File: src/hdl/b64d_pkg.sv
`default_nettype none

package b64d_pkg;

  // Depth of the quartet queue between front and back, and its pointer width.
  localparam int unsigned QUEUE_DEPTH = 4;
  localparam int unsigned QUEUE_AW    = $clog2(QUEUE_DEPTH);

  // Pad character and number of result bytes in a full quartet.
  localparam logic [7:0] PAD_CHAR   = 8'h3D;
  localparam logic [1:0] FULL_COUNT = 2'd3;

  // One finished quartet, or one length-error report, passed from front to back.
  typedef struct packed {
    logic [23:0] group;   // four sextets, first in the high bits
    logic [1:0]  count;   // results to emit, 1 to 3
    logic        final_q; // this quartet closes the text
    logic        bad;     // the quartet held a character outside the alphabet
    logic        lerr;    // the text ended inside a quartet
  } b64d_job_t;

endpackage

`default_nettype wire

File: src/hdl/b64d_front.sv
`default_nettype none

module b64d_front
  import b64d_pkg::*;
(
  input  wire logic      clk,
  input  wire logic      rst_n,
  input  wire logic      in_valid,
  output logic           in_stall,
  input  wire logic [7:0] in_char_code,
  input  wire logic      in_end_of_text,
  input  wire logic      q_full,
  output logic           push,
  output b64d_job_t      push_job
);

  logic [17:0] accum_r, accum_nxt;
  logic [1:0]  pos_r, pos_nxt;
  logic        third_pad_r, third_pad_nxt;
  logic        qbad_r, qbad_nxt;

  logic        accept;
  logic [5:0]  sextet;
  logic        char_bad;
  logic        is_pad;
  logic        pos3;
  logic        qbad;

  // A transaction is taken whenever the queue has room.
  assign in_stall = q_full;
  assign accept   = in_valid && !q_full;

  // Map one ASCII character to its sextet value; unknown characters become zero.
  always_comb begin
    sextet   = 6'd0;
    char_bad = 1'b0;
    priority if (in_char_code >= 8'h41 && in_char_code <= 8'h5A) begin
      sextet = 6'(in_char_code - 8'h41);
    end else if (in_char_code >= 8'h61 && in_char_code <= 8'h7A) begin
      sextet = 6'(in_char_code - 8'h61 + 8'd26);
    end else if (in_char_code >= 8'h30 && in_char_code <= 8'h39) begin
      sextet = 6'(in_char_code - 8'h30 + 8'd52);
    end else if (in_char_code == 8'h2B) begin
      sextet = 6'd62;
    end else if (in_char_code == 8'h2F) begin
      sextet = 6'd63;
    end else if (in_char_code == PAD_CHAR) begin
      sextet = 6'd0;
    end else begin
      char_bad = 1'b1;
    end
  end

  assign is_pad = (in_char_code == PAD_CHAR);
  assign pos3   = (pos_r == 2'd3);
  assign qbad   = qbad_r | char_bad;

  // A job leaves on the fourth character or on the end of the text.
  assign push = accept && (pos3 || in_end_of_text);

  always_comb begin
    push_job.final_q = in_end_of_text;
    push_job.bad     = qbad;
    push_job.lerr    = !pos3;
    if (pos3) begin
      push_job.group = {accum_r, sextet};
      if (in_end_of_text) begin
        push_job.count = FULL_COUNT - {1'b0, is_pad} - {1'b0, third_pad_r};
      end else begin
        push_job.count = FULL_COUNT;
      end
    end else begin
      push_job.group = 24'd0;
      push_job.count = 2'd1;
    end
  end

  // Quartet state: collect sextets, restart after every job.
  always_comb begin
    accum_nxt     = accum_r;
    pos_nxt       = pos_r;
    third_pad_nxt = third_pad_r;
    qbad_nxt      = qbad_r;
    if (push) begin
      accum_nxt     = 18'd0;
      pos_nxt       = 2'd0;
      third_pad_nxt = 1'b0;
      qbad_nxt      = 1'b0;
    end else if (accept) begin
      accum_nxt = {accum_r[11:0], sextet};
      pos_nxt   = pos_r + 2'd1;
      qbad_nxt  = qbad;
      if (pos_r == 2'd2) begin
        third_pad_nxt = is_pad;
      end
    end
  end

  always_ff @(posedge clk) begin
    if (!rst_n) begin
      accum_r     <= 18'd0;
      pos_r       <= 2'd0;
      third_pad_r <= 1'b0;
      qbad_r      <= 1'b0;
    end else begin
      accum_r     <= accum_nxt;
      pos_r       <= pos_nxt;
      third_pad_r <= third_pad_nxt;
      qbad_r      <= qbad_nxt;
    end
  end

endmodule

`default_nettype wire

File: src/hdl/b64d_queue.sv
`default_nettype none

module b64d_queue
  import b64d_pkg::*;
(
  input  wire logic  clk,
  input  wire logic  rst_n,
  input  wire logic  push,
  input  b64d_job_t  push_job,
  output logic       full,
  input  wire logic  pop,
  output logic       head_valid,
  output b64d_job_t  head_job
);

  localparam int unsigned CW = QUEUE_AW + 1;

  b64d_job_t            entries [QUEUE_DEPTH];
  logic [QUEUE_AW-1:0]  wr_ptr_r, wr_ptr_nxt;
  logic [QUEUE_AW-1:0]  rd_ptr_r, rd_ptr_nxt;
  logic [CW-1:0]        fill_r, fill_nxt;
  logic                 do_pop;

  assign full       = (fill_r == CW'(QUEUE_DEPTH));
  assign head_valid = (fill_r != '0);
  assign head_job   = entries[rd_ptr_r];
  assign do_pop     = pop && head_valid;

  // Pointer and fill count bookkeeping.
  always_comb begin
    wr_ptr_nxt = push ? wr_ptr_r + QUEUE_AW'(1) : wr_ptr_r;
    rd_ptr_nxt = do_pop ? rd_ptr_r + QUEUE_AW'(1) : rd_ptr_r;
    fill_nxt   = fill_r + CW'(push) - CW'(do_pop);
  end

  always_ff @(posedge clk) begin
    if (!rst_n) begin
      wr_ptr_r <= '0;
      rd_ptr_r <= '0;
      fill_r   <= '0;
    end else begin
      wr_ptr_r <= wr_ptr_nxt;
      rd_ptr_r <= rd_ptr_nxt;
      fill_r   <= fill_nxt;
    end
  end

  // Job storage; the front never pushes while the queue is full.
  always_ff @(posedge clk) begin
    if (push) begin
      entries[wr_ptr_r] <= push_job;
    end
  end

endmodule

`default_nettype wire

File: src/hdl/b64d_back.sv
`default_nettype none

module b64d_back
  import b64d_pkg::*;
(
  input  wire logic       clk,
  input  wire logic       rst_n,
  input  wire logic       head_valid,
  input  b64d_job_t       head_job,
  output logic            pop,
  output logic            out_valid,
  input  wire logic       out_stall,
  output logic [7:0]      out_data_byte,
  output logic            out_run_last,
  output logic            out_stream_end,
  output logic            out_bad_char,
  output logic            out_length_error
);

  logic       valid_r, valid_nxt;
  logic [1:0] idx_r, idx_nxt;
  logic [7:0] byte_r;
  logic       last_r, end_r, bad_r, lerr_r;

  logic       load;
  logic       take;
  logic       is_last;
  logic [7:0] sel_byte;

  // The output register refills when empty or when its transaction completes.
  assign load    = !valid_r || !out_stall;
  assign take    = load && head_valid;
  assign is_last = (idx_r == head_job.count - 2'd1);
  assign pop     = take && is_last;

  // Pick the byte of the group, most significant first.
  always_comb begin
    unique case (idx_r)
      2'd0:    sel_byte = head_job.group[23:16];
      2'd1:    sel_byte = head_job.group[15:8];
      default: sel_byte = head_job.group[7:0];
    endcase
  end

  always_comb begin
    valid_nxt = valid_r;
    idx_nxt   = idx_r;
    if (load) begin
      valid_nxt = head_valid;
    end
    if (take) begin
      idx_nxt = is_last ? 2'd0 : idx_r + 2'd1;
    end
  end

  always_ff @(posedge clk) begin
    if (!rst_n) begin
      valid_r <= 1'b0;
      idx_r   <= 2'd0;
    end else begin
      valid_r <= valid_nxt;
      idx_r   <= idx_nxt;
    end
  end

  // Result payload.
  always_ff @(posedge clk) begin
    if (take) begin
      byte_r <= sel_byte;
      last_r <= is_last;
      end_r  <= is_last && head_job.final_q;
      bad_r  <= head_job.bad;
      lerr_r <= head_job.lerr;
    end
  end

  assign out_valid        = valid_r;
  assign out_data_byte    = byte_r;
  assign out_run_last     = last_r;
  assign out_stream_end   = end_r;
  assign out_bad_char     = bad_r;
  assign out_length_error = lerr_r;

endmodule

`default_nettype wire

File: src/hdl/base64_stream_decoder.sv
`default_nettype none

// Streaming base64 decoder. One text character is taken per clock while
// in_stall is low, with in_end_of_text on the final one; every fourth character
// yields three bytes, one per clock while out_stall is low, through a
// registered output, so an unstalled stream runs at one character per cycle.
// The front classifies characters and collects quartets, and a four-entry queue
// carries finished quartets to the back, which emits the bytes; with the queue
// and the output idle, a quartet's first byte passes from its queue entry into
// the output register. On the final quartet a '=' in the third or fourth place
// drops one trailing byte each. Characters outside the alphabet decode as zero
// and set out_bad_char on the results of their quartet. A text that ends inside
// a quartet gives a single result with out_length_error set and a zero byte.
module base64_stream_decoder
  import b64d_pkg::*;
(
  input  wire logic       clk,
  input  wire logic       rst_n,
  input  wire logic       in_valid,
  output logic            in_stall,
  input  wire logic [7:0] in_char_code,
  input  wire logic       in_end_of_text,
  output logic            out_valid,
  input  wire logic       out_stall,
  output logic [7:0]      out_data_byte,
  output logic            out_run_last,
  output logic            out_stream_end,
  output logic            out_bad_char,
  output logic            out_length_error
);

  logic      push;
  b64d_job_t push_job;
  logic      q_full;
  logic      pop;
  logic      head_valid;
  b64d_job_t head_job;

  // Character intake and quartet assembly.
  b64d_front u_front (
    .clk            (clk),
    .rst_n          (rst_n),
    .in_valid       (in_valid),
    .in_stall       (in_stall),
    .in_char_code   (in_char_code),
    .in_end_of_text (in_end_of_text),
    .q_full         (q_full),
    .push           (push),
    .push_job       (push_job)
  );

  // Queue of finished quartets.
  b64d_queue u_queue (
    .clk        (clk),
    .rst_n      (rst_n),
    .push       (push),
    .push_job   (push_job),
    .full       (q_full),
    .pop        (pop),
    .head_valid (head_valid),
    .head_job   (head_job)
  );

  // Byte emission.
  b64d_back u_back (
    .clk              (clk),
    .rst_n            (rst_n),
    .head_valid       (head_valid),
    .head_job         (head_job),
    .pop              (pop),
    .out_valid        (out_valid),
    .out_stall        (out_stall),
    .out_data_byte    (out_data_byte),
    .out_run_last     (out_run_last),
    .out_stream_end   (out_stream_end),
    .out_bad_char     (out_bad_char),
    .out_length_error (out_length_error)
  );

endmodule

`default_nettype wire

File: config.mk
export PLATFORM = sky130hd
export DESIGN_NAME = base64_stream_decoder
export DESIGN_NICKNAME = d
export VERILOG_FILES = /design/src/hdl/b64d_pkg.sv /design/src/hdl/b64d_front.sv /design/src/hdl/b64d_queue.sv /design/src/hdl/b64d_back.sv /design/src/hdl/base64_stream_decoder.sv
export SDC_FILE = /design/constraint.sdc
export NUM_CORES = 1
export LEC_CHECK = 0
export ABC_AREA = 1
export ABC_CLOCK_PERIOD_IN_PS = 2500
export BUFFER_PORTS_ARGS = -buffer_cell sky130_fd_sc_hd__buf_4
export CORE_UTILIZATION = 45
export CTS_CLUSTER_DIAMETER = 50
export DETAILED_ROUTE_END_ITERATION = 8
export GPL_TIMING_DRIVEN = 0
export HOLD_SLACK_MARGIN = 0.05
export MAX_ROUTING_LAYER = met4
export PLACE_DENSITY = 0.68
export SLEW_MARGIN = 20
export SYNTH_ARGS = -nofsm -noshare
export SYNTH_HDL_FRONTEND = slang
export SYNTH_HIERARCHICAL = 1
export SYNTH_SLANG_ARGS = --single-unit
File: constraint.sdc
create_clock -name clk -period 2.5 [get_ports clk]
set_clock_uncertainty 0.15 [all_clocks]
set_input_delay 0.25 -clock clk [delete_from_list [all_inputs] [get_ports clk]]
set_output_delay 0.25 -clock clk [all_outputs]
set_load 0.03 [all_outputs]
; ---- Word-level counts from Yosys, hierarchy flattened
; Memory sizes are Yosys's and may differ from the RTL's. A register that Yosys moved wholly into a read port is not among the register bits.
; Cells that the tools add are included.
[totals]
ff_bits = 44
mem_count = 1
input_bits = 13
output_inout_bits = 14
ram_bits = 116
wordCells = 83
[memory_table]
columns = memory, depth, width, rd, rd_clocked_by_memory_dff, wr, line
row1 = u_queue.entries, 4, 29, 1, 1, 1, b64d_queue.sv:18  ; b64d_job_t entries [QUEUE_DEPTH];
[op_classes]
n_addsub = 14
n_reduce_logical = 19
n_bitwise = 2
n_lt_le_gt_ge = 6
n_eq_ne = 8
n_mux = 19
[ops]
columns = operator, n
row1 = $mux W6, 5
row2 = $mux W26, 1
row3 = $eq A8 B6 Y1 const B, 3
row4 = $ge A8 B7 Y1 const B, 2
row5 = $le A8 B7 Y1 const B, 2
row6 = $pmux W8 S2, 1
row7 = $sub A6 B6 Y6 const B, 2
row8 = $logic_and A1 B1 Y1, 9
row9 = $add A2 B1 Y2 const B, 4
row10 = $ge A8 B6 Y1 const B, 1
row11 = $le A8 B6 Y1 const B, 1
row12 = $mux W1, 8
row13 = $mux W2, 4
row14 = $add A6 B5 Y6 const B, 1
row15 = $add A6 B6 Y6 const B, 1
row16 = $sub A6 B1 Y6 const B, 1
row17 = $eq A2 B2 Y1 const B, 2
row18 = $logic_not A1 Y1, 4
row19 = $add A3 B1 Y3, 1
row20 = $eq A3 B3 Y1 const B, 1
row21 = $reduce_bool A3 Y1, 1
row22 = $sub A3 B1 Y3, 1
row23 = $eq A2 B1 Y1 const B, 1
row24 = $eq A2 B2 Y1, 1
row25 = other kinds (9), 10

; ---- Depth between registers and ports, before layout
[depth]
word_depth = 8
depth_mapped = 17
mapped_depth_nobuf = 16

; ---- By module
; Netlist, hierarchy kept.
[by_module_without_submodules]
columns = mod, cells_per_inst, area_per_inst_um2, seq_area_each_um2, instances
row1 = b64d_queue, 342, 5069.9, 3663.5, 1
row2 = b64d_front, 303, 1824.2, 440.4, 1
row3 = b64d_back, 70, 723.2, 420.4, 1

; ---- Worst setup path before layout
; No wires, ideal clock.
[synth_timing]
kind = reg-to-reg
start = register (tool-made name)
end = register u_queue.fill_r[2]
setup_slack_ps = -204
arrival_ps = 2439
period_less_slack_ps = 2704
required_ps = 2235
path_buffers = 1
stages_incl_launch_ff = 17
setup_time_ps = 115
path_cell_list = dfxtp_1 inv_2 buf_2 nor2_2 o22ai_1 inv_1 nand2_1 nand3b_2 nand3_2 nor2_2 a21boi_1 ha_1 inv_1 ha_1 fa_1 a21oi_1 nor2_1
[synth_lines]
columns = item, line
row1 = "end signal, assigned", b64d_queue.sv:44  ; fill_r <= fill_nxt;
row2 = "end, declared", b64d_queue.sv:21  ; logic [CW-1:0] fill_r, fill_nxt;

==> results.md <==
- Cell family with most CP delay: adder cells
- Register area share after synthesis: 59.4%
- Initial Utilization: 45.9%
- Fin. Hold Viols: 0
- Num CTS Buffers: 17
- Comb pwr share: 27.8%
- Hold depth: 4
- Ant. Diodes: 0
- Element type at the critical path end: flop
- Area occupied by multi-input gates: 2690 um2
- Seq. cell area: 4530 um2
- Vias in the first global route: 5,371
- Vias post-DR: 5,334
- Placed insts: 961
- Cell area after layout: 8890 um2
- Crit path buf inv count: 5
- NumNets Final: 807
- Initial DRC count: 413
- Synth Net Count: 749
- Final ANT Viol Nets: 0
- Unrepaired setup endpoints after global routing: yes
- Final HPWL DP: 11.0 mm
- Clk slew on worst S/H paths: 60 ps
- Layout cells sized above 1: 25.1%
- DR pass1 iterations: 5
- Remaining Overflow, GRT: 0
- WL final: 17.0 mm
- Worst Setup Start Kind: flop
- Reg2Reg Depth: 16
- Run status: complete, but fails checks
- Top cell type's share of synthesized area: 50.5%
- CTS Buffer Depth: 2
- Slew margin rel.: 57.3%
- Chip Height: 132 um
- WP data arrival: 2800 ps
- I/O pin count: 27
- Via density per instance: 5.30
- Post-Syn Area: 7620 um2
- Switching Share: 32.3%
- Sequential power share: 42.2%
- Min-Delay Path Class: in -> reg
- Filler cell count: 1,410
- Post-synthesis cell type count: 37
- Max cap viols: 0
- Global-route wire length before repair: 27.4 mm
- Leak Pwr: 3.40 nW
- Clock Latency Late Sink: 420 ps
- Total Neg Setup Slack: -218 ps
- Core area: 16,600 um2
- CTS tree: yes
- Drt drc: 0
- # setup viols final: 2
- Syn Area/Cell: 10.7 um2
- Synth warn: 6
- Failing checks: negative setup slack
- H-tree Lvls: 4
- Cell row count: 47
- Synth Flop Type: edfxtp_1
- Hold Slack: 92.0 ps
- Post-synth top area cell: edfxtp_1
- Non-Filler Instances: 1,006
- Power per cell area: 893 nW/um2
- Die area: 17,500 um2
- Clock power frac: 30.0%
- Synthesized instance count: 715
- Tot GR Track Use: 21.1%
- Die Wd: 132 um
- Clk sinks: 162
- Measured slew at the worst slew-check pin: 640 ps
- Number of synthesized flops with an enable pin: 128
- Net Switching: 0.00256 W
- Total stage count of the critical path: 16
- P_int: 0.00537 W
- Critical path fanouts, max: 4
- VDD IR max: 666 uV
- Critical path type: reg -> reg
- Cell mode on critical path: inv_1
- Top cells by area, synth: edfxtp_1 50%, dfxtp_1 8.9%, nand2_1 6.4%
- Final setup margin: -130 ps
- Final GP Congestion: 0.858
- CP max stage cell: fa_2
- Total chip power: 0.00793 W
- Layout area overhead: 16.7%
- Largest net degree at the start of global routing: 30
- Flop and latch count out of synthesis: 162
- Initial antenna violation count: 0
- Commonest cells after routing, fill and taps aside: 128 x nand2_1, 128 x edfxtp_1, 62 x inv_1
- IO buf count: 26
- WL per Instance: 16.9 um
- Minimum clock period: 2630 ps
- Slew Viols, Final: 0
- FMAX: 380 MHz
- Root Driver: clkbuf_16
- Ratio of final minimum period to clock period: 105%
- Cells along the critical path: inv_6, buf_12, o21ai_4, o22ai_4, inv_2, nand2_2, nand3b_4, nand3_4, nor2_4, a21boi_2, ha_1, inv_1, ha_2, fa_2, nand2_1, inv_1
- CP required: 2670 ps
- Placed cell areas: 8110 um2
- Post-synthesis async set-or-reset flop share: 0%
- Critical path's largest stage delay: 420 ps
==> tightest hold or removal path, cell delays in order <==
cell and delay [ps]:
buf_4 110, nor3_1 60, nand3_1 120, a21oi_1 70
==> synthesized netlist by cell type, types with 2 or more instances <==
cell type,count
o22ai_1,9
nand3_1,31
nor2_2,26
nor2_4,21
o21ai_1,3
buf_2,16
a21oi_2,2
dfxtp_1,34
ha_1,20
xor2_1,5
clkbuf_1,8
a21boi_1,2
a21oi_1,27
o22ai_2,20
buf_6,2
nand2_2,6
nand2_1,129
inv_1,67
nand4_1,4
inv_2,9
o21ai_0,62
nand3_2,4
edfxtp_1,128
buf_12,2
nor2_1,56
buf_4,4
a22oi_1,8
==> power by group through the flow <==
stage | Combinational, W | Clock [W] | Sequential [W]
2_1_floorplan | 0.00119 | 0 | 0.00358
3_3_place_gp | 0.00194 | 0 | 0.00339
3_5_place_dp | 0.00200 | 0 | 0.00340
4_1_cts | 0.00219 | 0.00240 | 0.00335
5_1_grt | 0.00239 | 0.00251 | 0.00337
6_report | 0.00221 | 0.00238 | 0.00335
==> metrics by stage <==
step	utilization, %	worst slack (ps)
after global placement	48.9	-434
after global routing	53.6	-293
after CTS	53.5	-156
final	53.6	-130
after floorplan	-	-25.1
after detailed placement	48.9	-353
==> path summary, 6_finish.rpt <==
kind | startpoint | endpoint | slack, ps
min reg2reg | u_front/accum_r[14]$_SDFFE_PP0P_ | u_front/accum_r[14]$_SDFFE_PP0P_ | 330
max | flop | u_queue/fill_r[1]$_SDFF_PN0_ | -130
max reg2reg | flop | u_queue/fill_r[1]$_SDFF_PN0_ | -130
min | in_char_code[7] | u_front/third_pad_r$_SDFFE_PP0P_ | 90
==> state kept, by name, indices dropped and copies added, names as in the netlist, 2 cells and up, named ones only <==
register              count
u_back/idx_r              2
u_back/out_data_byte      8
u_front/accum_r          18
u_front/pos_r             2
u_queue/entries         116
u_queue/fill_r            3
u_queue/rd_ptr_r          2
u_queue/wr_ptr_r          2
==> timing repair <==
| action | in CTS | in global routing |
|---|---|---|
| hold endpoints to repair | 16 | 0 |
| gates cloned | 0 | 0 |
| gates resized for setup | 30 | 3 |
| hold buffers | 3 | 0 |
| endpoints found under the setup margin | 119 | 118 |
| pin swaps | 6 | 1 |
| buffers inserted | 10 | 1 |
==> per-layer routing <==
layer	global-route usage, %	vias up	wire length, um
met3	3.65	18	959
met1	24.8	2604	6930
met2	36.4	167	8900
met5	-	-	0
li1	-	2545	-
met4	7.17	0	216
==> kinds of logic after synthesis <==
family / synth area share [%]
AO/OA/AOI/OAI: 11.6
XOR/XNOR: 0.690
adder cells (fa/ha/maj): 3.55
buffers and inverters: 6.41
flip-flops: 59.4
AND/OR/NAND/NOR: 18.4
==> layout make-up <==
class                           instances  area share (%)
Inverter                               76            3.41
Multi-Input combinational cell        445            30.3
Buffer                                 31            2.65
Clock inverter                         13            1.25
Tap cell                              220            3.10
Sequential cell                       162            51.0
Clock buffer                           19            4.87
Timing Repair Buffer                   40            3.46
Note: power is estimated with default switching activity, not from simulation.
